===== config.mk =====
export PLATFORM = sky130hd
export DESIGN_NAME = ips_front
export DESIGN_NICKNAME = d
export VERILOG_FILES = /design/src/design/ips_pkg.sv /design/src/design/ips_front.sv
export SDC_FILE = /design/constraint.sdc
export NUM_CORES = 2
export LEC_CHECK = 0
export BUFFER_PORTS_ARGS = -buffer_cell sky130_fd_sc_hd__buf_2
export CELL_PAD_IN_SITES_DETAIL_PLACEMENT = 1
export CELL_PAD_IN_SITES_GLOBAL_PLACEMENT = 2
export CORE_UTILIZATION = 44
export DETAILED_ROUTE_END_ITERATION = 12
export PLACE_DENSITY = 0.95
export SLEW_MARGIN = 20
export SYNTH_ARGS = -nofsm -noshare
export SYNTH_HDL_FRONTEND = slang
export SYNTH_SLANG_ARGS = --single-unit

===== constraint.sdc =====
create_clock -name clk -period 18.48 [get_ports clk]
set_input_delay 0.924 -clock clk [delete_from_list [all_inputs] [get_ports clk]]
set_output_delay 0.924 -clock clk [all_outputs]
set_load 0.1 [all_outputs]

===== src/design/ips_pkg.sv =====
// Package for the interaction Pearson score block: field widths, the
// accumulator snapshot type and the default parameter values.
// No dependencies.
`timescale 1ns / 1ps
package ips_pkg;

  localparam int CNT_W   = 17;
  localparam int SX_W    = 32;
  localparam int SY_W    = 40;
  localparam int SXX_W   = 45;
  localparam int SYY_W   = 64;
  localparam int SXY_W   = 56;
  localparam int SCORE_W = 17;

  // Operand and product widths of the finalize arithmetic
  localparam int NUM_W  = 74;
  localparam int PROD_W = 2 * NUM_W;

  localparam int MAX_PATIENTS_DEF    = 65536;
  localparam int SCORE_FRAC_BITS_DEF = 16;
  localparam int Q_DEPTH             = 2;
  localparam int QCNT_W              = $clog2(Q_DEPTH + 1);

  // Sums of one finished set
  typedef struct packed {
    logic        [CNT_W-1:0] n;
    logic signed [SX_W-1:0]  sx;
    logic signed [SY_W-1:0]  sy;
    logic        [SXX_W-1:0] sxx;
    logic        [SYY_W-1:0] syy;
    logic signed [SXY_W-1:0] sxy;
  } snap_t;

endpackage


===== src/design/ips_front.sv =====
// Front part: takes samples, forms the interaction value and its products,
// accumulates the sums and hands a snapshot to the queue on the last sample.
// Depends on ips_pkg.
`timescale 1ns / 1ps
module ips_front import ips_pkg::*; #(
  parameter int MAX_PATIENTS = MAX_PATIENTS_DEF
) (
  input  logic                clk,
  input  logic                rst,
  input  logic                in_valid,
  output logic                in_ready,
  input  logic signed [7:0]   genotype_a,
  input  logic signed [7:0]   genotype_b,
  input  logic signed [23:0]  phenotype,
  input  logic                last_sample,
  input  logic [QCNT_W-1:0]   q_used,
  output logic                q_push,
  output snap_t               q_data
);

  logic                valid1, last1, valid2, last2;
  logic signed [15:0]  x1;
  logic signed [23:0]  y1;
  logic signed [15:0]  x2;
  logic signed [23:0]  y2;
  logic        [31:0]  xx2;
  logic        [47:0]  yy2;
  logic signed [39:0]  xy2;
  snap_t               sums, sums_next;
  logic                take;
  logic [QCNT_W+1:0]   pending;

  // Room check: every last sample in flight needs a queue slot
  assign pending  = (QCNT_W+2)'(q_used) + (QCNT_W+2)'(valid1 & last1)
                  + (QCNT_W+2)'(valid2 & last2);
  assign in_ready = pending < (QCNT_W+2)'(Q_DEPTH);
  assign take     = in_valid & in_ready;

  // Stage 1: interaction product
  always_ff @(posedge clk) begin
    if (rst) begin
      valid1 <= 1'b0;
      last1  <= 1'b0;
    end else begin
      valid1 <= take;
      last1  <= last_sample;
    end
    x1 <= genotype_a * genotype_b;
    y1 <= phenotype;
  end

  // Stage 2: squares and cross product
  always_ff @(posedge clk) begin
    if (rst) begin
      valid2 <= 1'b0;
      last2  <= 1'b0;
    end else begin
      valid2 <= valid1;
      last2  <= last1;
    end
    x2  <= x1;
    y2  <= y1;
    xx2 <= 32'(x1 * x1);
    yy2 <= 48'(y1 * y1);
    xy2 <= x1 * y1;
  end

  // Stage 3: accumulate unless the set is already full
  always_comb begin
    sums_next = sums;
    if (valid2 && (sums.n < CNT_W'(MAX_PATIENTS))) begin
      sums_next.n   = sums.n + CNT_W'(1);
      sums_next.sx  = sums.sx + SX_W'(x2);
      sums_next.sy  = sums.sy + SY_W'(y2);
      sums_next.sxx = sums.sxx + SXX_W'(xx2);
      sums_next.syy = sums.syy + SYY_W'(yy2);
      sums_next.sxy = sums.sxy + SXY_W'(xy2);
    end
  end

  assign q_push = valid2 & last2;
  assign q_data = sums_next;

  always_ff @(posedge clk) begin
    if (rst || q_push) begin
      sums <= '0;
    end else begin
      sums <= sums_next;
    end
  end

endmodule


==> out/qor.yml <==
timing:
  finalCriticalPeriod_ns: 8.54
  timing.final.crit_share_pct: 46.2
  final_hold_viol_count: 0
  finalSetupViolations: 0
  worst_slack_ns: 9.94
  tns_ns: 0
  fin_skew_ns: 0.0512
  max_freq_mhz: 117
  maxSlewHeadroom_pct: 20.1
  tightest_slew_ns: 1.20
  finalMaxSlewViolations: 0
  grt_setup_unrepaired: "no"
hold_path:
  hold_class: "input pin to flip-flop"
  whs_path_depth: 1
floorplan:
  io-pin-count: 302
  core_area_sq_mm: 0.154
  dieArea_sq_mm: 0.157
  die_w_microns: 396
  die_y_microns: 396
  start_util_pct: 44.3
  placementRows: 144
drt:
  wl_per_cell_microns: 21.0
  routed_wl_microns: 209000
  drt_first_pass_iters: 5
  drtIter0Drc: 2905
  ant_nets: 0
  vias_per_cell: 5.38
  vias: 53500
  drc: 0
synthesis:
  ys_warn_count: 0
  synth_nets: 9543
  seq_area_frac_synth_pct: 13.3
  synth_edf_count: 0
  syn_inst: 7703
  yosysTopAreaCell: "fa_1"
  synth-seq-cells: 454
  synth_top_area_share_pct: 36.0
  async_flop_share_pct: 0
  synth_area_leaders: "fa_1, dfxtp_1, ha_1, inv_1, nand2_1"
  synthDistinctLibCells: 84
  synthFlopType: "dfxtp_1"
  syn_area_per_cell_sq_um: 8.86
  synth.cell_area_sq_mm: 0.0682
clock_network:
  ctsHoldBuffers: 0
  h-tree-depth: 2
  root_buffer: "clkbuf_16"
  worstSkewPairLatency_ns: 0.70
  cts_tree: "done"
  cts_setup_buffers: 0
  cts_resized: 0
  clk_path_buf_depth: 3
  cts_buffers: 60
  clkTransAtPathRegs_ns: 0.06
  cts_sinks: 454
final_layout:
  fin_cells: 9935
  utilization_pct: 48.1
  final_layout_size_suffix_gt1_share_pct: 6.85
  fin_nets: 9679
  synthToLayoutAreaGrowth_pct: 8.51
run:
  cap_violations: 0
setup_path:
  cp_common_cell: "inv_1"
  crit_fanout: 23
  cpLargestDelayFamily: "adder cells"
  cp-start-kind: "flip-flop"
  critPathRequiredTime_ns: 19.05
  path_depth: 27
  crit_slowest_cell: "dfxtp_1"
  crit_path_end_kind: "flip-flop"
  cp_num_buf_inv: 9
  crit_type: "flip-flop to flip-flop"
  rr_worst_depth: 27
  cp.arrival_ns: 9.11
  max_stage_delay_ns: 0.73
global_route:
  antenna_found_initial: 20
  overflow: 0
  grt_first_pass_wirelength_microns: 331000
  grt_usage_pct: 26.9
  grt_max_degree: 195
  first_global_vias: 60400
placement:
  portBuffers: 301
  pre_cts_ws_ns: 10.17
  dp_hpwl_microns: 164000
  dp_cells: 9821
  gp_congestion: 0.932
run_status:
  outcome: "finished, final reports clean"
[Yosys cell counts (all sizes together) (34+ instances only)]
| cell | count |
|---|---|
| nand4 | 45 |
| a21oi | 363 |
| clkbuf | 265 |
| ha | 567 |
| nand2 | 995 |
| inv | 1526 |
| nand3 | 79 |
| a21o | 182 |
| and2 | 460 |
| nor2b | 58 |
| a31oi | 34 |
| o21ai | 261 |
| dfxtp | 454 |
| xor2 | 114 |
| o21bai | 49 |
| xnor2 | 244 |
| fa | 1227 |
| nor3 | 56 |
| nor2 | 242 |
| nand2b | 67 |
| and3 | 43 |
[layout by cell type (no fill, tap or decap), drive strengths merged, types with 182 or more instances in the layout]
cell   netlist  layout
nor2       242     242
a21oi      363     363
dfxtp      454     454
o21ai      261     261
fa        1227    1227
nand2      995     995
and2       460     460
ha         567     567
inv       1526    1534
a21o       182     182
xnor2      244     244
buf         19     358
[metal layers]
| metal | up-vias | GRT usage [%] | routed length [microns] |
|---|---|---|---|
| met5 | - | 0 | 57 |
| met4 | 8 | 9.22 | 7450 |
| met3 | 368 | 2.84 | 8860 |
| met2 | 1182 | 48.2 | 106000 |
| met1 | 27700 | 33.6 | 86700 |
| li1 | 24200 | - | - |
[stage by stage]
step           instance area, sq um  hold WS (ns)
2_1_floorplan                 68200         0.329
3_3_place_gp                  71700         0.360
3_5_place_dp                  71700         0.360
4_1_cts                       74000         0.303
5_1_grt                       74000         0.328
6_report                      74000         0.346
[path summary, 6_finish.rpt]
check | to | startpoint | slack, ns
max | yy2[47] | y1[1] | 9.94
min | y1[2] | phenotype[2] | 0.35
max reg2reg | yy2[47] | y1[1] | 9.94
min reg2reg | x2[8] | x1[8] | 0.37
[cell type report]
type / count / area [sq um]
sequential: 454 / 9100
fill: 17900 / 80000
tap: 2044 / 2560
multi-input combinational: 5439 / 52400
clock buffer: 72 / 1680
inverter: 1526 / 5730
timing repair buffer: 358 / 1960
clock inverter: 39 / 638
antenna: 3 / 7.51
[logic make-up (layout without fill, tap and decap cells)]
group / Yosys count / after routing / share of synthesized area (%)
adders and majority gates: 1794 / 1794 / 46.4
AOI/OAI and AO/OA: 1116 / 1116 / 10.3
buffers and inverters: 1810 / 1995 / 9.97
and+or+nand+nor: 2148 / 2148 / 15.1
xor gates and xnor gates: 358 / 358 / 4.60
muxes: 23 / 23 / 0.347
DFF: 454 / 454 / 13.3
other: 0 / 3 / 0
[worst register-to-register path: stages, from the launching register on]
cell and delay, ns:
dfxtp_1 0.73, buf_4 0.43, inv_1 0.42, nor2_1 0.32, inv_1 0.09, fa_1 0.49
inv_1 0.06, fa_1 0.50, fa_1 0.57, inv_1 0.06, fa_1 0.51, inv_1 0.06
fa_1 0.49, fa_1 0.49, inv_1 0.05, fa_1 0.47, inv_1 0.04, ha_1 0.30
inv_1 0.13, o21bai_1 0.12, or2_2 0.30, o21ai_1 0.46, o211a_1 0.37, o21ai_1 0.19
a31oi_1 0.19, o21ai_0 0.21, nor3b_1 0.23, nor3_1 0.19
[state kept, by name (all words and copies together) (netlist names), 15 cells and up]
name	count
sums	254
x1	16
x2	15
xx2	31
xy2	40
y1	24
y2	23
yy2	47
Power is left out: the tool's default activity adds up to more than one toggle a clock period on the data nets, which glitch-free logic cannot reach.
