--- src/design/ips_pkg.sv ---
// Package for the interaction Pearson score block: field widths, the
// accumulator snapshot type and the default parameter values.
// No dependencies.
`timescale 1ns / 1ps
package ips_pkg;

  localparam int CNT_W   = 17;
  localparam int SX_W    = 32;
  localparam int SY_W    = 40;
  localparam int SXX_W   = 45;
  localparam int SYY_W   = 64;
  localparam int SXY_W   = 56;
  localparam int SCORE_W = 17;

  // Operand and product widths of the finalize arithmetic
  localparam int NUM_W  = 74;
  localparam int PROD_W = 2 * NUM_W;

  localparam int MAX_PATIENTS_DEF    = 65536;
  localparam int SCORE_FRAC_BITS_DEF = 16;
  localparam int Q_DEPTH             = 2;
  localparam int QCNT_W              = $clog2(Q_DEPTH + 1);

  // Sums of one finished set
  typedef struct packed {
    logic        [CNT_W-1:0] n;
    logic signed [SX_W-1:0]  sx;
    logic signed [SY_W-1:0]  sy;
    logic        [SXX_W-1:0] sxx;
    logic        [SYY_W-1:0] syy;
    logic signed [SXY_W-1:0] sxy;
  } snap_t;

endpackage

--- src/design/ips_queue.sv ---
// Short queue of finished-set snapshots between front and back.
// Depends on ips_pkg.
`timescale 1ns / 1ps
module ips_queue import ips_pkg::*; (
  input  logic              clk,
  input  logic              rst,
  input  logic              push,
  input  snap_t             push_data,
  input  logic              pop,
  output logic              head_valid,
  output snap_t             head,
  output logic [QCNT_W-1:0] used
);

  localparam int PTR_W = (Q_DEPTH > 1) ? $clog2(Q_DEPTH) : 1;

  snap_t            entries [Q_DEPTH];
  logic [PTR_W-1:0] wr_ptr, rd_ptr;

  assign head_valid = used != '0;
  assign head       = entries[rd_ptr];

  always_ff @(posedge clk) begin
    if (push) begin
      entries[wr_ptr] <= push_data;
    end
  end

  // Pointers and fill level
  always_ff @(posedge clk) begin
    if (rst) begin
      wr_ptr <= '0;
      rd_ptr <= '0;
      used   <= '0;
    end else begin
      if (push) begin
        wr_ptr <= (wr_ptr == PTR_W'(Q_DEPTH - 1)) ? '0 : wr_ptr + PTR_W'(1);
      end
      if (pop) begin
        rd_ptr <= (rd_ptr == PTR_W'(Q_DEPTH - 1)) ? '0 : rd_ptr + PTR_W'(1);
      end
      used <= used + QCNT_W'(push) - QCNT_W'(pop);
    end
  end

  a_no_overflow: assert property (@(posedge clk) disable iff (rst)
    push |-> (used < QCNT_W'(Q_DEPTH)) || pop)
    else $error("queue push while full");
  a_no_underflow: assert property (@(posedge clk) disable iff (rst)
    pop |-> used != '0)
    else $error("queue pop while empty");
  a_level: assert property (@(posedge clk) disable iff (rst)
    (push && !pop) |=> used == $past(used) + QCNT_W'(1))
    else $error("queue level lost a push");

endmodule

--- config.mk ---
export PLATFORM = sky130hd
export DESIGN_NAME = ips_queue
export DESIGN_NICKNAME = d
export VERILOG_FILES = /design/src/design/ips_pkg.sv /design/src/design/ips_queue.sv
export SDC_FILE = /design/constraint.sdc
export NUM_CORES = 1
export LEC_CHECK = 0
export BUFFER_PORTS_ARGS = -buffer_cell sky130_fd_sc_hd__buf_2
export CAP_MARGIN = 15
export CORE_ASPECT_RATIO = 1.4
export CORE_MARGIN = 3
export CORE_UTILIZATION = 47
export DETAILED_ROUTE_END_ITERATION = 16
export MAX_ROUTING_LAYER = met4
export PLACE_DENSITY = 0.82
export SYNTH_ARGS = -nofsm -noshare
export SYNTH_HDL_FRONTEND = slang
export SYNTH_SLANG_ARGS = --single-unit
--- constraint.sdc ---
create_clock -name clk -period 13.4 [get_ports clk]
set_clock_uncertainty 0.2 [all_clocks]
set_input_delay 2.01 -clock clk [delete_from_list [all_inputs] [get_ports clk]]
set_output_delay 2.01 -clock clk [all_outputs]
set_load 0.02 [all_outputs]
==> run metrics, run 1 <==
worst rel slew slack 0.239; TritonCTS Buffers 48; Synth warnings 0; maximum VDD drop 0.122 mV; fill cell count 2891; reg-to-reg endpoint entries[0][117]; maximum clock frequency 167 MHz; y dimension of the die 242 um; drt total wl 40.1 mm; cell area after synthesis 0.0188 mm2; cell family with the largest share of critical-path delay buffers and inverters; top cells by area, synth sky130_fd_sc_hd__edfxtp_1 (81%), sky130_fd_sc_hd__mux2_2 (12%), sky130_fd_sc_hd__mux2_4 (4.8%); crit-path cells buf_4 > buf_4 > mux2_2 > buf_2; Final Hold Violating Endpoints 0; area taken by flip-flops and latches 0.0154 mm2; post-synth top area share 0.813; first drt pass iteration count 4; finished layout cell area 0.0234 mm2; Reg power frac 0.526; async set-or-reset flop fraction in the synthesized netlist 0; Mapped Nets 1070; TritonCTS clock tree yes; number of antenna violations at the first check in global routing 13; peak fanout along the critical path 82; startpoint of the lowest-slack register-to-register path wr_ptr; number of DRC violations after detailed routing 0; initial cell density of the core 0.476; Top-Level Pins 515; combinational group share of total power 0.128; unrepaired setup endpoints after global routing no; RePlAce Congestion 0.893; CP max-delay cell sky130_fd_sc_hd__buf_4; area occupied by multi-input gates 0.00320 mm2; Top FF cell, synth sky130_fd_sc_hd__edfxtp_1; Reg2Reg Setup Slack 9840 ps; number of cells produced by synthesis 810; share of the cycle needed by the critical path after routing 0.447; transition time at the pin with the least slew margin 1140 ps; count of flip-flops with a built-in enable after synthesis 508; delay of the slowest critical-path stage 990 ps; synth-to-layout area growth 24.5%; grt ovf 0; worst min-delay path class reg2reg; clock tree buffer depth 3; insertion delay of the later-clocked pin in the worst-skew pair 540 ps; Post-DRT Antenna Nets 0; buffer and inverter count on the worst path 3; hold depth 2; final slew viol count 0; most frequently used cell type in the post-synthesis netlist sky130_fd_sc_hd__edfxtp_1; total core area 0.0394 mm2; Nets 1615; number of buffers added on ports 514; P_int 2770 uW; leakage power summed over all cells 0.00884 uW; number of buffers inserted by hold repair at cts 0; die width 175 um; count of instances resized after the clock tree is built 0; htree depth 2; fraction of layout instances using a drive strength above 1 0.610; critical path class reg2out; mean routed wirelength per cell 20.8 um; end of the worst hold path rd_ptr; final setup TNS 0 ps; total setup violations reported at the end of the flow 0; data arrival time of the critical path 3780 ps; number of different library cells in the post-synthesis netlist 15; setup bufs post-CTS 0; filler-free cell count of the finished design 1931; area of the die 0.0424 mm2; most used standard cells in the synthesized netlist sky130_fd_sc_hd__edfxtp_1 (508), sky130_fd_sc_hd__mux2_2 (194), sky130_fd_sc_hd__mux2_4 (60); CP endpoint kind output port; Clock Power Share 0.346; number of placed instances, taps included 1833; path depth of the worst reg2reg path 3; maximum number of pins on one net before global-route repair 83; pwr/cell area 155 mW/mm2; global router's overall resource usage 0.190; Data required, critical path 11190 ps; row count 86; element type at the critical path start flop; post-DR vias/cell 4.97; share of synthesized area occupied by flip-flops and latches 0.818; Root Driver sky130_fd_sc_hd__clkbuf_16; via count 9604; Tmin final 5990 ps; Maximum Capacitance Violations 0; wire length of the first global-routing pass 59.4 mm; average cell area after synthesis 23.2 um2; Sink Count 513; Psw 851 uW; Placed Instance Area 0.0219 mm2; via count of the first global-routing pass 10.3k; Synth Register Bits 513; cell mode on critical path sky130_fd_sc_hd__buf_4; outcome complete, no violations; library cell occupying the most area in the post-synthesis netlist sky130_fd_sc_hd__edfxtp_1; fraction of power spent switching nets 0.235; post-CTS clock slew at the launch and capture registers of the worst setup and hold paths 60 ps; DPL Wire Length 27.7 mm; number of violations reported at the end of detailed-routing iteration 0 525; Worst Min Path Start rd_ptr
==> metrics by stage <==
step	power (uW)	hold WS [ps]	util	worst slack [ps]
floorplan	2250	280	-	4140
global placement	2390	295	0.555	7940
detailed placement	2410	300	0.555	7910
CTS	3660	328	0.592	7340
global route	3750	362	0.593	7150
finish	3620	320	0.593	7410
==> worst max-delay path by stage <==
| stage | slack, ps | to | depth (start not counted) | start |
|---|---|---|---|---|
| after floorplan | 4140 | entries[0][0] | 1 | push |
| after global placement | 7940 | entries[0][115] | 4 | push |
| after detailed placement | 7910 | entries[0][90] | 4 | push |
| after CTS | 7340 | head[133] | 4 | flop |
| after global routing | 7150 | head[131] | 4 | flop |
| final | 7410 | head[133] | 4 | flop |
==> registers in the layout (all words and copies together), names as in the netlist, named ones only <==
| signal | count |
|---|---|
| entries | 508 |
| rd_ptr | 1 |
| used | 2 |
| wr_ptr | 1 |
==> power groups by stage <==
stage / Clock (uW) / Combinational (uW) / Sequential [uW]
after floorplan: 0 / 303 / 1950
after global placement: 0 / 456 / 1940
after detailed placement: 0 / 466 / 1940
after CTS: 1280 / 468 / 1910
after global routing: 1350 / 490 / 1920
final: 1250 / 463 / 1910
==> layout by cell type (no fill, tap or decap) <==
cell type                      n
sky130_fd_sc_hd__clkbuf_1      6
sky130_fd_sc_hd__inv_8         1
sky130_fd_sc_hd__edfxtp_1    508
sky130_fd_sc_hd__clkinv_1     12
sky130_fd_sc_hd__clkinv_4      2
sky130_fd_sc_hd__xnor3_1       1
sky130_fd_sc_hd__clkinvlp_4    1
sky130_fd_sc_hd__ha_1          2
sky130_fd_sc_hd__buf_2       514
sky130_fd_sc_hd__nor2_1        4
sky130_fd_sc_hd__clkbuf_16    49
sky130_fd_sc_hd__dfxtp_1       4
sky130_fd_sc_hd__xnor2_1       2
sky130_fd_sc_hd__clkinv_2     10
sky130_fd_sc_hd__inv_1         2
sky130_fd_sc_hd__buf_4         9
sky130_fd_sc_hd__mux2_2      194
sky130_fd_sc_hd__inv_6         2
sky130_fd_sc_hd__and2_4        1
sky130_fd_sc_hd__or2_2         1
sky130_fd_sc_hd__dfxtp_4       1
sky130_fd_sc_hd__nor2b_4       1
sky130_fd_sc_hd__bufinv_16     2
sky130_fd_sc_hd__nor2b_1       1
sky130_fd_sc_hd__mux2_4       60
sky130_fd_sc_hd__diode_2      13
==> tightest hold or removal path: stages, from the launching register on <==
cell,delay (ps)
sky130_fd_sc_hd__dfxtp_1,330
sky130_fd_sc_hd__xnor2_1,80
sky130_fd_sc_hd__nor2_1,80
==> cells by family (layout without fill, tap and decap cells) <==
group	Yosys count	in the layout	synth area share
multiplexers	254	254	0.164
XOR/XNOR	3	3	0.00213
AND/OR/NAND/NOR	8	8	0.00213
adder cells (fa/ha/maj)	2	2	0.00133
other	0	13	0
buffers and inverters	30	610	0.0117
flip-flops	513	513	0.818
==> metal layers <==
layer | global-route usage | part of all wire | vias up
met3 | 0.0452 | 0.071 | 93
met2 | 0.338 | 0.54 | 417
met4 | 0.0768 | 0.038 | 0
met1 | 0.203 | 0.35 | 4741
met5 | - | 0 | -
li1 | - | - | 4353
==> layout make-up <==
type	count	area share
Antenna cell	13	0.00139
Clock buffer	55	0.0535
Clock inverter	30	0.00895
Inverter	2	0.000321
Multi-Input combinational cell	267	0.137
Sequential cell	513	0.658
Tap cell	528	0.0283
Timing Repair Buffer	523	0.113
Power figures use the tool's default switching activity.
==> run 2: changes to the inputs <==
clock period = 5.2 ns   (was 13.4 ns; I/O delays follow)
==> run metrics, run 2 (same netlist as run 1, synthesis figures left out) <==
Final Hold Violating Endpoints 0; fill cell count 2872; htree depth 2; insertion delay of the later-clocked pin in the worst-skew pair 540 ps; Sink Count 513; grt ovf 0; initial cell density of the core 0.476; wire length of the first global-routing pass 58.7 mm; finished layout cell area 0.0235 mm2; top register by number of flip-flops entries; row count 86; mean routed wirelength per cell 20.8 um; maximum VDD drop 0.315 mV; leakage power summed over all cells 0.00887 uW; total setup violations reported at the end of the flow 0; pwr/cell area 401 mW/mm2; Nets 1614; TritonCTS clock tree yes; worst rel slew slack 0.240; CP endpoint kind output port; Maximum Capacitance Violations 0; TritonCTS Buffers 46; synth-to-layout area growth 25.2%; post-DR vias/cell 4.99; RePlAce Congestion 0.880; outcome complete, no violations; maximum clock frequency 295 MHz; top library cells by usage in the layout, fill and taps aside sky130_fd_sc_hd__buf_2 (514), sky130_fd_sc_hd__edfxtp_1 (508), sky130_fd_sc_hd__mux2_2 (194); fraction of layout instances using a drive strength above 1 0.608; total core area 0.0394 mm2; number of DRC violations after detailed routing 0; share of the cycle needed by the critical path after routing 0.652; Top-Level Pins 515; transition time at the pin with the least slew margin 1140 ps; maximum number of pins on one net before global-route repair 113; element type at the critical path start flop; y dimension of the die 242 um; number of buffers inserted by hold repair at cts 0; DPL Wire Length 28.0 mm; via count 9669; drt total wl 40.3 mm; leading cell type in the layout, fill and taps excluded sky130_fd_sc_hd__buf_2; count of instances resized after the clock tree is built 0; unrepaired setup endpoints after global routing no; clock tree buffer depth 3; final slew viol count 0; critical path class reg2out; Post-DRT Antenna Nets 0; setup bufs post-CTS 0; Data required, critical path 4220 ps; Reg2Reg Setup Slack 2850 ps; worst min-delay path class in2reg; number of violations reported at the end of detailed-routing iteration 0 522; via count of the first global-routing pass 10.5k; data arrival time of the critical path 2410 ps; peak fanout along the critical path 81; die width 175 um; global router's overall resource usage 0.188; number of antenna violations at the first check in global routing 21; Largest register FFs 508; post-CTS clock slew at the launch and capture registers of the worst setup and hold paths 60 ps; Worst Hold Slack 222 ps; first drt pass iteration count 4; Tmin final 3390 ps; Root Driver sky130_fd_sc_hd__clkbuf_16; Placed Instance Area 0.0220 mm2; number of buffers added on ports 514; largest registers in the final layout entries: 508 flops, used: 2 flops; area of the die 0.0424 mm2
## run 2: critical path: stages (launching register included)
cell	delay, ps
sky130_fd_sc_hd__dfxtp_4	360
sky130_fd_sc_hd__buf_4	830
sky130_fd_sc_hd__mux2_2	450
sky130_fd_sc_hd__buf_2	160
## run 2: metal layers
metal  wire, um  GRT usage  part of all wire  up-vias
met5          0          -                 0        -
met1      13700      0.195              0.34     4762
met3       3210     0.0528             0.079       98
met2      21700      0.330              0.54      450
met4       1730     0.0876             0.043        0
li1           -          -                 -     4359
## run 2: cell type report
type / instances / area [um2] / area share
multi-input cells: 267 / 3200 / 0.136
clock inverters: 20 / 201 / 0.00857
clock buffers: 64 / 1280 / 0.0546
well taps: 528 / 661 / 0.0281
inverters: 2 / 7.51 / 0.000319
diodes: 21 / 52.6 / 0.00224
repair buffers: 524 / 2740 / 0.116
flip-flops and latches: 513 / 15400 / 0.654
## run 2: worst paths after layout
| path | end | from | depth (start not counted) |
|---|---|---|---|
| min reg2reg | rd_ptr | rd_ptr | 2 |
| max reg2reg | entries[0][216] | wr_ptr | 2 |
| max | head[149] | flop | 3 |
| min | entries[0][172] | push_data[172] | 1 |
## run 2: power breakdown
part           switching, uW  total [uW]  internal (uW)
Combinational            737        1230            496
Sequential              58.8        4890           4830
Clock                   1380        3310           1920
## run 2: per-stage QoR
step / total power (uW) / setup TNS [ps] / std cells / utilization / setup WS [ps]
3_3_place_gp: 6180 / 0 / 1834 / 0.558 / 2330
2_1_floorplan: 5770 / -3480 / 810 / - / -13.7
6_report: 9430 / 0 / 1939 / 0.597 / 1810
3_5_place_dp: 6220 / 0 / 1834 / 0.558 / 2280
4_1_cts: 9520 / 0 / 1918 / 0.595 / 1780
5_1_grt: 9740 / 0 / 1939 / 0.597 / 1690
==> run 3: changes to the inputs <==
clock period = 2.91 ns   (was 5.2 ns; I/O delays follow)
==> run metrics, run 3 (same netlist as run 1, synthesis figures left out) <==
fraction of layout instances using a drive strength above 1 0.517; pwr/cell area 670 mW/mm2; total core area 0.0394 mm2; via count of the first global-routing pass 12.3k; share of the cycle needed by the critical path after routing 0.937; fill cell count 2496; crit-path cells buf_12 > buf_12 > mux2_2 > buf_2; number of buffers added on ports 514; row count 86; worst rel slew slack 0.590; number of antenna violations at the first check in global routing 9; mean routed wirelength per cell 21.9 um; Nets 1876; number of violations reported at the end of detailed-routing iteration 0 626; initial cell density of the core 0.476; Data required, critical path 2270 ps; number of DRC violations after detailed routing 0; Top-Level Pins 515; drt total wl 48.0 mm; critical path class reg2out; post-CTS clock slew at the launch and capture registers of the worst setup and hold paths 60 ps; grt ovf 0; insertion delay of the later-clocked pin in the worst-skew pair 540 ps; largest registers in the final layout entries: 508 flops, used: 2 flops; data arrival time of the critical path 2090 ps; PnR Total Power 17600 uW; maximum VDD drop 0.644 mV; die width 175 um; leakage power summed over all cells 0.0100 uW; core occupancy in the finished layout 0.666; htree depth 2; cell mode on critical path sky130_fd_sc_hd__buf_12; global router's overall resource usage 0.229; maximum clock frequency 367 MHz; CP max-delay cell sky130_fd_sc_hd__dfxtp_4; finished layout cell area 0.0262 mm2; final slew viol count 0; leading cell type in the layout, fill and taps excluded sky130_fd_sc_hd__buf_2; Tmin final 2730 ps; Final Hold Violating Endpoints 0; total setup violations reported at the end of the flow 0; Post-DRT Antenna Nets 0; DPL Wire Length 28.7 mm; TritonCTS clock tree yes; count of instances resized after the clock tree is built 0; Largest register FFs 508; RePlAce Congestion 0.881; maximum number of pins on one net before global-route repair 107; TritonCTS Buffers 46; post-DR vias/cell 4.97; CP endpoint kind output port; synth-to-layout area growth 39.7%; first drt pass iteration count 5; outcome complete, no violations; Maximum Capacitance Violations 0; clock tree buffer depth 3; Sink Count 513; element type at the critical path start flop; worst min-delay path class reg2reg; delay of the slowest critical-path stage 400 ps; area of the die 0.0424 mm2; via count 10.9k; peak fanout along the critical path 60; y dimension of the die 242 um; top register by number of flip-flops entries; transition time at the pin with the least slew margin 615 ps; top library cells by usage in the layout, fill and taps aside sky130_fd_sc_hd__buf_2 (514), sky130_fd_sc_hd__edfxtp_1 (508), sky130_fd_sc_hd__dlygate4sd3_1 (257); unrepaired setup endpoints after global routing no; wire length of the first global-routing pass 72.0 mm; Placed Instance Area 0.0220 mm2; Root Driver sky130_fd_sc_hd__clkbuf_16
[run 3: cell types whose count changed in the layout (fill, tap and decap cells not counted), sizes merged]
cell and delta:
buf +5, bufinv +2, clkbuf -7, clkinv +6, diode -12, dlygate4sd3 +257, inv +1
[run 3: metal layers]
| metal | vias up | wire length [um] | global-route usage |
|---|---|---|---|
| met2 | 480 | 26200 | 0.412 |
| met1 | 5430 | 16500 | 0.244 |
| met4 | 0 | 2050 | 0.0965 |
| met5 | - | 0 | - |
| met3 | 124 | 3110 | 0.0478 |
| li1 | 4864 | - | - |
[run 3: repair_timing]
| action | 4_1_cts | 5_1_grt |
|---|---|---|
| hold endpoints to repair | 513 | 0 |
| hold buffers | 257 | 0 |
| buffers inserted | 0 | 0 |
| setup endpoints to repair | 0 | 0 |
[run 3: through the flow]
step	TNS, ps	cells	setup WS, ps	hold WS [ps]
after global placement	0	1839	802	298
after global routing	0	2191	79.7	392
final	0	2191	184	333
after CTS	0	2182	161	344
after detailed placement	0	1839	768	325
after floorplan	-827550	810	-1960	280
[run 3: critical path, delay by kind of cell (launching register included)]
| kind | cells | cell delay, ps |
|---|---|---|
| buffers and inverters | 3 | 700 |
| flip-flops | 1 | 400 |
| multiplexers | 1 | 400 |
[run 3: path summary, 6_finish.rpt]
path | to | slack [ps] | startpoint | depth (start not counted)
min | rd_ptr | 330 | rd_ptr | 2
min reg2reg | rd_ptr | 330 | rd_ptr | 2
max | head[175] | 180 | flop | 4
max reg2reg | entries[1][44] | 1070 | wr_ptr | 2
[run 3: layout make-up]
type	count	area (um2)	area share
Antenna cell	9	22.5	0.000859
Multi-Input combinational cell	267	3200	0.122
Timing Repair Buffer	786	5400	0.206
Tap cell	528	661	0.0252
Clock inverter	29	319	0.0122
Sequential cell	513	15400	0.586
Inverter	2	7.51	0.000286
Clock buffer	57	1260	0.0479
[run 3: power by group]
group	switching, uW	internal (uW)
logic	1420	1130
clock network	2630	3630
registers	131	8630
